### config.mk
export PLATFORM = sky130hd
export DESIGN_NAME = day_level_window_store
export DESIGN_NICKNAME = d
export VERILOG_FILES = /design/src/rtl/dlws_pkg.sv /design/src/rtl/dlws_ram.sv /design/src/rtl/dlws_seq.sv /design/src/rtl/day_level_window_store.sv
export SDC_FILE = /design/constraint.sdc
export NUM_CORES = 2
export LEC_CHECK = 0
export ABC_AREA = 1
export BUFFER_PORTS_ARGS = -buffer_cell sky130_fd_sc_hd__buf_2
export CAP_MARGIN = 20
export CORE_MARGIN = 5
export CORE_UTILIZATION = 60
export CTS_CLUSTER_DIAMETER = 60
export DETAILED_ROUTE_END_ITERATION = 6
export PLACE_DENSITY = 0.77
export SKIP_CTS_REPAIR_TIMING = 1
export SYNTH_ARGS = -nofsm -noshare
export SYNTH_HDL_FRONTEND = slang
export SYNTH_SLANG_ARGS = --single-unit
### constraint.sdc
create_clock -name clk -period 9 [get_ports clk]
set_clock_uncertainty 0.1 [all_clocks]
set_input_delay 1.35 -clock clk [delete_from_list [all_inputs] [get_ports clk]]
set_output_delay 1.35 -clock clk [all_outputs]
set_load 0.02 [all_outputs]
### src/rtl/dlws_pkg.sv
// ----------------------------------------------------------------------------
// dlws_pkg
// Shared types and constants of the day level window store.
// ----------------------------------------------------------------------------
package dlws_pkg;

  localparam int DEPTH_DEFAULT     = 512;
  localparam int LEVEL_MAX_DEFAULT = 4;

  localparam int DAY_W        = 31;
  localparam int LEVEL_IN_W   = 8;
  localparam int LEVEL_W      = 3;
  localparam int COUNT_W      = 32;
  localparam int LAST_W       = 32;
  localparam int FILLED_OUT_W = 10;
  localparam int REJECT_W     = 16;
  localparam int CFG_IDX_W    = 1;

  // Level code of a slot that is inside the window but not yet filled.
  localparam logic [LEVEL_W-1:0] UNKNOWN_LEVEL = 3'd7;

  // Configuration register indexes.
  localparam logic [CFG_IDX_W-1:0] REG_MIN_DAY = 1'b0;
  localparam logic [CFG_IDX_W-1:0] REG_MAX_DAY = 1'b1;

  typedef enum logic [0:0] {
    OP_PUT  = 1'b0,
    OP_READ = 1'b1
  } opcode_t;

  typedef enum logic [2:0] {
    S_IDLE,
    S_CHECK,
    S_PLAN,
    S_WALK,
    S_SLOT_RD,
    S_SLOT_WR,
    S_RD_WAIT,
    S_OUT
  } state_t;

endpackage

### src/rtl/dlws_ram.sv
// ----------------------------------------------------------------------------
// dlws_ram
// Generic single-clock RAM, one write port and one read port, registered read.
// ----------------------------------------------------------------------------
module dlws_ram #(
  parameter int WIDTH = 8,
  parameter int DEPTH = 16,
  localparam int AW   = $clog2(DEPTH)
) (
  input  logic             clk,
  input  logic             we,
  input  logic [AW-1:0]    waddr,
  input  logic [WIDTH-1:0] wdata,
  input  logic             re,
  input  logic [AW-1:0]    raddr,
  output logic [WIDTH-1:0] rdata
);

  logic [WIDTH-1:0] mem [DEPTH];

  always_ff @(posedge clk) begin
    if (we) begin
      mem[waddr] <= wdata;
    end
    if (re) begin
      rdata <= mem[raddr];
    end
  end

endmodule

### src/rtl/dlws_seq.sv
// ----------------------------------------------------------------------------
// dlws_seq
// Sequencer and bookkeeping of the window: limit checks, window growth, the
// walk that marks newly covered slots unknown, and read-modify-write of a slot.
// ----------------------------------------------------------------------------
module dlws_seq
  import dlws_pkg::*;
#(
  parameter int DEPTH     = DEPTH_DEFAULT,
  parameter int LEVEL_MAX = LEVEL_MAX_DEFAULT,
  localparam int AW       = $clog2(DEPTH),
  localparam int CW       = $clog2(DEPTH + 1)
) (
  input  logic                    clk,
  input  logic                    rst,
  input  logic                    start,
  output logic                    busy,
  input  logic [0:0]              opcode,
  input  logic [DAY_W-1:0]        day,
  input  logic [LEVEL_IN_W-1:0]   level,
  input  logic [COUNT_W-1:0]      count,
  input  logic [DAY_W-1:0]        min_day,
  input  logic [DAY_W-1:0]        max_day,
  output logic                    ram_we,
  output logic [AW-1:0]           ram_waddr,
  output logic [LEVEL_W-1:0]      ram_wdata,
  output logic                    ram_re,
  output logic [AW-1:0]           ram_raddr,
  input  logic [LEVEL_W-1:0]      ram_rdata,
  output logic                    result_valid,
  output logic                    accepted,
  output logic [LEVEL_W-1:0]      level_out,
  output logic [LAST_W-1:0]       last_day,
  output logic [FILLED_OUT_W-1:0] filled_days,
  output logic [COUNT_W-1:0]      count_total,
  output logic                    counts_complete,
  output logic [REJECT_W-1:0]     reject_total,
  output logic                    all_zero
);

  localparam logic [AW:0]       DEPTH_A = (AW + 1)'(DEPTH);
  localparam logic [CW-1:0]     DEPTH_C = CW'(DEPTH);
  localparam logic [AW-1:0]     LAST_A  = AW'(DEPTH - 1);
  localparam logic [LEVEL_IN_W-1:0] LEVEL_LIM = LEVEL_IN_W'(LEVEL_MAX);

  // Store index arithmetic modulo DEPTH; both operands are at most DEPTH.
  function automatic logic [AW-1:0] wrap_add(input logic [AW:0] a, input logic [AW:0] b);
    logic [AW:0] s;
    s = a + b;
    if (s >= DEPTH_A) begin
      s = s - DEPTH_A;
    end
    return s[AW-1:0];
  endfunction

  function automatic logic [AW-1:0] wrap_sub(input logic [AW:0] a, input logic [AW:0] b);
    logic [AW:0] s;
    s = a - b;
    if (a < b) begin
      s = s + DEPTH_A;
    end
    return s[AW-1:0];
  endfunction

  state_t state, state_next;

  opcode_t               op_r;
  logic [DAY_W-1:0]      day_r;
  logic [LEVEL_IN_W-1:0] level_r;
  logic [COUNT_W-1:0]    count_r;
  logic [DAY_W-1:0]      win_start;
  logic [CW-1:0]         win_span;
  logic [AW-1:0]         start_addr;
  logic                  lim_bad;
  logic                  below;
  logic                  beyond;
  logic [DAY_W-1:0]      day_gap;
  logic [AW-1:0]         walk_addr;
  logic [CW-1:0]         walk_left;
  logic [AW-1:0]         slot_addr;
  logic [CW-1:0]         filled;
  logic [COUNT_W-1:0]    total;
  logic                  counts_ok;
  logic [REJECT_W-1:0]   rejects;
  logic [CW-1:0]         nonzero;
  logic [LEVEL_W-1:0]    level_res;
  logic                  accepted_res;

  // Check stage values, computed from the captured item.
  logic             chk_lim_bad;
  logic             chk_below;
  logic [DAY_W-1:0] chk_dist;

  // Plan stage values.
  logic          empty;
  logic          fits_below;
  logic          fits_beyond;
  logic          read_hit;
  logic          put_reject;
  logic [AW-1:0] addr_fwd;
  logic [AW-1:0] addr_back;
  logic [AW-1:0] addr_end;
  logic [CW-1:0] day_gap_c;

  // Slot update values.
  logic           first_fill;
  logic           old_nonzero;
  logic [COUNT_W:0] sum_wide;

  assign chk_lim_bad = (day_r < min_day) || (day_r > max_day) || (level_r > LEVEL_LIM);
  assign chk_below   = day_r < win_start;
  assign chk_dist    = chk_below ? (win_start - day_r) : (day_r - win_start);

  assign empty       = (win_span == '0);
  assign day_gap_c   = day_gap[CW-1:0];
  assign fits_below  = day_gap <= DAY_W'(DEPTH_C - win_span);
  assign fits_beyond = day_gap < DAY_W'(DEPTH);
  assign addr_fwd    = wrap_add({1'b0, start_addr}, (AW + 1)'(day_gap[AW-1:0]));
  assign addr_back   = wrap_sub({1'b0, start_addr}, (AW + 1)'(day_gap[AW-1:0]));
  assign addr_end    = wrap_add({1'b0, start_addr}, (AW + 1)'(win_span));
  assign read_hit    = !empty && !below && !beyond;
  assign put_reject  = lim_bad || (!empty && below && !fits_below)
                       || (!empty && !below && beyond && !fits_beyond);

  assign first_fill  = (ram_rdata == UNKNOWN_LEVEL);
  assign old_nonzero = (ram_rdata != '0) && !first_fill;
  assign sum_wide    = {1'b0, total} + {1'b0, count_r};

  always_ff @(posedge clk) begin
    if (rst) begin
      state <= S_IDLE;
    end else begin
      state <= state_next;
    end
  end

  always_comb begin
    state_next = state;
    ram_we     = 1'b0;
    ram_waddr  = walk_addr;
    ram_wdata  = UNKNOWN_LEVEL;
    ram_re     = 1'b0;
    ram_raddr  = slot_addr;
    case (state)
      S_IDLE: begin
        if (start) begin
          state_next = S_CHECK;
        end
      end
      S_CHECK: begin
        state_next = S_PLAN;
      end
      S_PLAN: begin
        if (op_r == OP_READ) begin
          if (read_hit) begin
            ram_re     = 1'b1;
            ram_raddr  = addr_fwd;
            state_next = S_RD_WAIT;
          end else begin
            state_next = S_OUT;
          end
        end else if (put_reject) begin
          state_next = S_OUT;
        end else if (empty || below || beyond) begin
          state_next = S_WALK;
        end else begin
          state_next = S_SLOT_RD;
        end
      end
      S_WALK: begin
        ram_we = 1'b1;
        if (walk_left == CW'(1)) begin
          state_next = S_SLOT_RD;
        end
      end
      S_SLOT_RD: begin
        ram_re     = 1'b1;
        state_next = S_SLOT_WR;
      end
      S_SLOT_WR: begin
        ram_we     = 1'b1;
        ram_waddr  = slot_addr;
        ram_wdata  = level_r[LEVEL_W-1:0];
        state_next = S_OUT;
      end
      S_RD_WAIT: begin
        state_next = S_OUT;
      end
      S_OUT: begin
        state_next = S_IDLE;
      end
      default: begin
        state_next = S_IDLE;
      end
    endcase
  end

  // Item capture, check results and result values; no reset needed.
  always_ff @(posedge clk) begin
    case (state)
      S_IDLE: begin
        op_r    <= opcode_t'(opcode);
        day_r   <= day;
        level_r <= level;
        count_r <= count;
      end
      S_CHECK: begin
        lim_bad <= chk_lim_bad;
        below   <= chk_below;
        day_gap <= chk_dist;
        beyond  <= chk_dist >= DAY_W'(win_span);
      end
      S_PLAN: begin
        accepted_res <= (op_r == OP_READ) || !put_reject;
        level_res    <= (op_r == OP_READ) ? UNKNOWN_LEVEL : '0;
        if (empty) begin
          walk_addr <= start_addr;
          walk_left <= CW'(1);
          slot_addr <= start_addr;
        end else if (below) begin
          walk_addr <= addr_back;
          walk_left <= day_gap_c;
          slot_addr <= addr_back;
        end else begin
          walk_addr <= addr_end;
          walk_left <= day_gap_c + CW'(1) - win_span;
          slot_addr <= addr_fwd;
        end
      end
      S_WALK: begin
        walk_addr <= (walk_addr == LAST_A) ? '0 : walk_addr + AW'(1);
        walk_left <= walk_left - CW'(1);
      end
      S_RD_WAIT: begin
        level_res <= ram_rdata;
      end
      default: begin
      end
    endcase
  end

  // Window and statistics state.
  always_ff @(posedge clk) begin
    if (rst) begin
      win_start  <= '0;
      win_span   <= '0;
      start_addr <= '0;
      filled     <= '0;
      total      <= '0;
      counts_ok  <= 1'b1;
      rejects    <= '0;
      nonzero    <= '0;
    end else begin
      if (state == S_PLAN && op_r == OP_PUT) begin
        if (put_reject) begin
          if (rejects != '1) begin
            rejects <= rejects + REJECT_W'(1);
          end
        end else if (empty) begin
          win_start <= day_r;
          win_span  <= CW'(1);
        end else if (below) begin
          win_start  <= day_r;
          win_span   <= win_span + day_gap_c;
          start_addr <= addr_back;
        end else if (beyond) begin
          win_span <= day_gap_c + CW'(1);
        end
      end
      if (state == S_SLOT_WR) begin
        if (first_fill) begin
          filled <= filled + CW'(1);
          if (count_r[COUNT_W-1]) begin
            counts_ok <= 1'b0;
          end else begin
            total <= sum_wide[COUNT_W] ? '1 : sum_wide[COUNT_W-1:0];
          end
        end
        nonzero <= nonzero - CW'(old_nonzero) + CW'(level_r != '0);
      end
    end
  end

  assign busy            = (state != S_IDLE);
  assign result_valid    = (state == S_OUT);
  assign accepted        = accepted_res;
  assign level_out       = level_res;
  assign last_day        = empty ? '1 : (LAST_W'(win_start) + LAST_W'(win_span) - LAST_W'(1));
  assign filled_days     = FILLED_OUT_W'(filled);
  assign count_total     = total;
  assign counts_complete = counts_ok;
  assign reject_total    = rejects;
  assign all_zero        = (filled != '0) && (nonzero == '0);

endmodule

### src/rtl/day_level_window_store.sv
// ----------------------------------------------------------------------------
// day_level_window_store
// Sliding window of per-day activity levels kept in one level memory.
// ----------------------------------------------------------------------------
// A put without window growth runs the check, plan, slot read, slot write and
// result states; a put that grows the window first walks each newly covered
// day (the unknown-marking walk uses the single memory write port, one slot a
// cycle). Reads inside the window add a read wait state; reads outside it and
// rejected puts go from plan to the result state. A new item is taken only when
// idle again. The result strobe is high one cycle and cannot be stalled. Reset
// empties the window and clears all counters; the memory needs no clearing pass.
module day_level_window_store
  import dlws_pkg::*;
#(
  parameter int DEPTH     = DEPTH_DEFAULT,
  parameter int LEVEL_MAX = LEVEL_MAX_DEFAULT
) (
  input  logic                    clk,
  input  logic                    rst,
  input  logic                    start,
  output logic                    busy,
  input  logic [0:0]              opcode,
  input  logic [DAY_W-1:0]        day,
  input  logic [LEVEL_IN_W-1:0]   level,
  input  logic [COUNT_W-1:0]      count,
  input  logic                    cfg_valid,
  output logic                    cfg_ready,
  input  logic [CFG_IDX_W-1:0]    cfg_index,
  input  logic [DAY_W-1:0]        cfg_data,
  output logic                    result_valid,
  output logic                    accepted,
  output logic [LEVEL_W-1:0]      level_out,
  output logic [LAST_W-1:0]       last_day,
  output logic [FILLED_OUT_W-1:0] filled_days,
  output logic [COUNT_W-1:0]      count_total,
  output logic                    counts_complete,
  output logic [REJECT_W-1:0]     reject_total,
  output logic                    all_zero
);

  localparam int AW = $clog2(DEPTH);

  // Day limits for puts. A put outside [min_day, max_day] is rejected, so
  // crossed limits reject every put.
  logic [DAY_W-1:0] min_day;
  logic [DAY_W-1:0] max_day;

  // Memory port wires between the sequencer and the level store.
  logic               ram_we;
  logic [AW-1:0]      ram_waddr;
  logic [LEVEL_W-1:0] ram_wdata;
  logic               ram_re;
  logic [AW-1:0]      ram_raddr;
  logic [LEVEL_W-1:0] ram_rdata;

  // Configuration writes are taken in any cycle; the user must keep them to idle.
  assign cfg_ready = 1'b1;

  always_ff @(posedge clk) begin
    if (rst) begin
      min_day <= '0;
      max_day <= '1;
    end else if (cfg_valid && cfg_ready) begin
      case (cfg_index)
        REG_MIN_DAY: min_day <= cfg_data;
        REG_MAX_DAY: max_day <= cfg_data;
        default: begin
        end
      endcase
    end
  end

  // The sequencer keeps the window as a start day, a span and the memory
  // index of the start day. Slots of the window sit at consecutive indexes
  // modulo DEPTH, so every day in the window has a slot of its own.
  dlws_seq #(
    .DEPTH     (DEPTH),
    .LEVEL_MAX (LEVEL_MAX)
  ) u_seq (
    .clk             (clk),
    .rst             (rst),
    .start           (start),
    .busy            (busy),
    .opcode          (opcode),
    .day             (day),
    .level           (level),
    .count           (count),
    .min_day         (min_day),
    .max_day         (max_day),
    .ram_we          (ram_we),
    .ram_waddr       (ram_waddr),
    .ram_wdata       (ram_wdata),
    .ram_re          (ram_re),
    .ram_raddr       (ram_raddr),
    .ram_rdata       (ram_rdata),
    .result_valid    (result_valid),
    .accepted        (accepted),
    .level_out       (level_out),
    .last_day        (last_day),
    .filled_days     (filled_days),
    .count_total     (count_total),
    .counts_complete (counts_complete),
    .reject_total    (reject_total),
    .all_zero        (all_zero)
  );

  // Level store: one 3-bit code per slot, unknown marked as code 7. Every
  // slot is written as unknown when it enters the window, so no read ever
  // sees an unwritten entry.
  dlws_ram #(
    .WIDTH (LEVEL_W),
    .DEPTH (DEPTH)
  ) u_level_store (
    .clk   (clk),
    .we    (ram_we),
    .waddr (ram_waddr),
    .wdata (ram_wdata),
    .re    (ram_re),
    .raddr (ram_raddr),
    .rdata (ram_rdata)
  );

endmodule

==> results.toml <==
[status]
status = "completed"

[cts]
cts_htree_levels = 4
root_buffer = "clkbuf_16"
clkLatencyLatePin_ns = 0.82
cts_tree = "built"
clock_path_buffers = 3
clk_pin_slew_ns = 0.06
clock-sinks = 1861
cts_made_buffers = 189

[sta]
post-route-min-period_ns = 6.70
tightest_slew_ns = 1.16
fmax_mhz = 149
rsz0062_at_grt = "false"
tns_ns = 0
finalWorstSetupSlack_ns = 2.30
final_hold_viol_count = 0
fin_crit_sh_pct = 74.5
slew_violations = 0
finalSetupViolations = 0
worst_slew_margin_rel_pct = 22.7

[yosys]
syn_inst = 10025
ys_top_cells_by_area = "edfxtp_1, nand2_1, nand3_1"
synth_top_family_by_area = "simple AND/OR/NAND/NOR gates"
ys.flop_type = "edfxtp_1"
synth_area_per_cell_um2 = 9.23
ys_seq_area_share_pct = 58.4
synth-async-reset-ratio_pct = 0
yosys-mux-area-fraction_pct = 0.0324
ys.warnings.count = 0
yosys_register_bits = 1861
yosysTopAreaCell = "edfxtp_1"
synth_fp_nets = 10442
synth_xor_area_share_pct = 1.28
synthAdderAreaFrac_pct = 4.26
synth.top_cells.by_count = "nand2_1, edfxtp_1, inv_1"
synth_edf_count = 1677
yosysUniqueCellTypes = 65
synth_most_common_cell = "nand2_1"
syn_area_mm2 = 0.0926
synth-compound-area-share_pct = 5.43
synth_top_area_share_pct = 54.4
synth-simple-area-share_pct = 21.8

[critical_path]
crit_family = "compound AO/OA/AOI/OAI gates"
critPathCaptureType = "output pin"
crit_fanout = 8
rrSetupSlack_ns = 2.90
cpMostUsedCell = "inv_1"
ff2ff_path_depth = 21
cp.required_ns = 7.55
crit_path_cell_trace = "inv_1 -> ha_1 -> inv_1 -> ha_1 -> inv_1 -> fa_1 -> inv_1 -> nand2_1 -> o21ai_2 -> a21boi_0 -> o21ai_0 -> a21boi_0 -> o21ai_0 -> inv_1 -> o21ai_2 -> a21boi_0 -> o21ai_0 -> inv_1 -> or2_2 -> nand3_1 -> buf_2"
timing.rr.start = "u_seq.win_span[1]"
slowest_delay_ns = 0.46
crit_path_start_kind = "flip-flop"
path_class = "reg2out"
cpMaxStageDelayCell = "o21ai_0"
worst_ep_arrival_time_ns = 5.25
timing.rr.end = "u_level_store.rdata[2]"
crit_buf_inv = 7

[floorplanning]
die_h_um = 403
core_area_mm2 = 0.154
die_w_um = 403
start_util_pct = 60.2
die-area_mm2 = 0.162
row_count = 144
io_pins = 207

[detailed_routing]
routedWlPerCell_um = 20.0
postRouteWirelength_mm = 244
vias = 69730
postRouteAntennaNets = 0
drc = 0
via_per_inst = 5.71
drtPass1Iterations = 6
drt_iter0_drc = 7165

[pwr]
p_leak_nw = 42.5
peakVddDrop_mv = 0.454
powerDensity_mw_per_mm2 = 246

[min_path]
holdPathEnd = "min_day[23]"
worstHoldPathCells = 2
hold_path_startpoint = "min_day[23]"
worstHoldPathType = "reg2reg"

[place]
hpwl_mm = 148
place_ws_ns = 3.00
port_buffers = 205
gp_congestion = 0.915

[final_layout]
drive_above_1_share_pct = 6.27
nNetsFinal = 10421
area_delta_synth_final_pct = 8.81

[grt]
grt_pass1_vias = 67980
grt_pass1_wl_mm = 376
grt_antenna_before_repair = 13
grt-ovfl-total = 0
grt_max_degree = 215
grt_use_total_pct = 29.5

[flow_run]
maxCapViolCount = 0
[worst max-delay path by stage]
| stage | from | end | slack (ns) | depth (start not counted) |
|---|---|---|---|---|
| 6_report | u_seq.win_span[1] | last_day[23] | 2.30 | 21 |
| 5_1_grt | u_seq.win_span[1] | last_day[23] | 1.90 | 21 |
| 4_1_cts | u_seq.win_span[1] | last_day[23] | 2.18 | 21 |
| 3_5_place_dp | u_seq.win_span[1] | u_level_store.rdata[2] | 3.00 | 21 |
| 3_3_place_gp | u_seq.win_span[1] | last_day[23] | 3.08 | 21 |
| 2_1_floorplan | u_seq.state[0] | u_level_store.mem[0][0] | 3.37 | 8 |
[cells in the final DEF (no fill, tap or decap), types with 99 or more instances in the layout]
cell / instances
xor2_1: 99
nor2_1: 762
edfxtp_1: 1677
ha_1: 299
nand2_1: 2442
o21ai_0: 266
clkbuf_16: 194
buf_2: 205
nand3_1: 1415
a21oi_1: 342
inv_1: 1534
dfxtp_1: 184
[cell type report]
cell class,count,area (um^2)
diodes,5,12.5
clock buffers,250,5110
clock inverters,97,857
fillers,11866,53000
inverters,1556,5860
multi-input cells,6111,30500
flip-flops and latches,1861,54000
well taps,2044,2560
repair buffers,285,1830
[metal layers]
layer / global-route usage [%] / wire length [um]
met4: 12.4 / 10900
met5: 0 / 107
met2: 49.7 / 117000
met1: 38.1 / 93900
met3: 5.03 / 22100
[flip-flops by register name, indices dropped and copies added (netlist names), 8 cells and up]
name / count
u_seq.filled_days: 10
u_seq.level_r: 8
u_seq.nonzero: 10
u_seq.day_r: 31
u_seq.slot_addr: 9
u_seq.walk_left: 10
u_seq.walk_addr: 9
u_seq.win_span: 10
max_day: 31
u_seq.count_total: 32
u_seq.start_addr: 9
u_seq.day_gap: 31
u_seq.count_r: 32
u_level_store.mem: 1536
min_day: 31
u_seq.win_start: 31
u_seq.reject_total: 16
[stage by stage]
step	hold WS [ns]	utilization, %	total power, mW	cell area, um^2	std cells
CTS	0.364	65.5	24.7	101000	12201
floorplan	0.335	-	15.1	92600	10025
detailed placement	0.356	61.6	17.2	94700	11854
global route	0.387	65.5	25.9	101000	12206
finish	0.361	65.5	24.7	101000	12209
global placement	0.345	61.6	17.0	94700	11853
[where the power goes]
group	internal [mW]	total, mW	switching (mW)
Clock	4.29	7.57	3.28
Combinational	2.00	6.89	4.89
Sequential	9.90	10.3	0.392
[tightest hold or removal path, cell delays in order (launching register included)]
cell and delay [ns]:
dfxtp_1 0.29, inv_1 0.06, a21oi_1 0.06
[logic make-up after synthesis]
family / after synthesis
AOI/OAI and AO/OA: 876
xor gates and xnor gates: 135
adders and majority gates: 309
buffers and inverters: 2053
DFF: 1861
muxes: 3
other: 1
and+or+nand+nor: 4787
No activity file was read; power rests on OpenSTA's default activity.
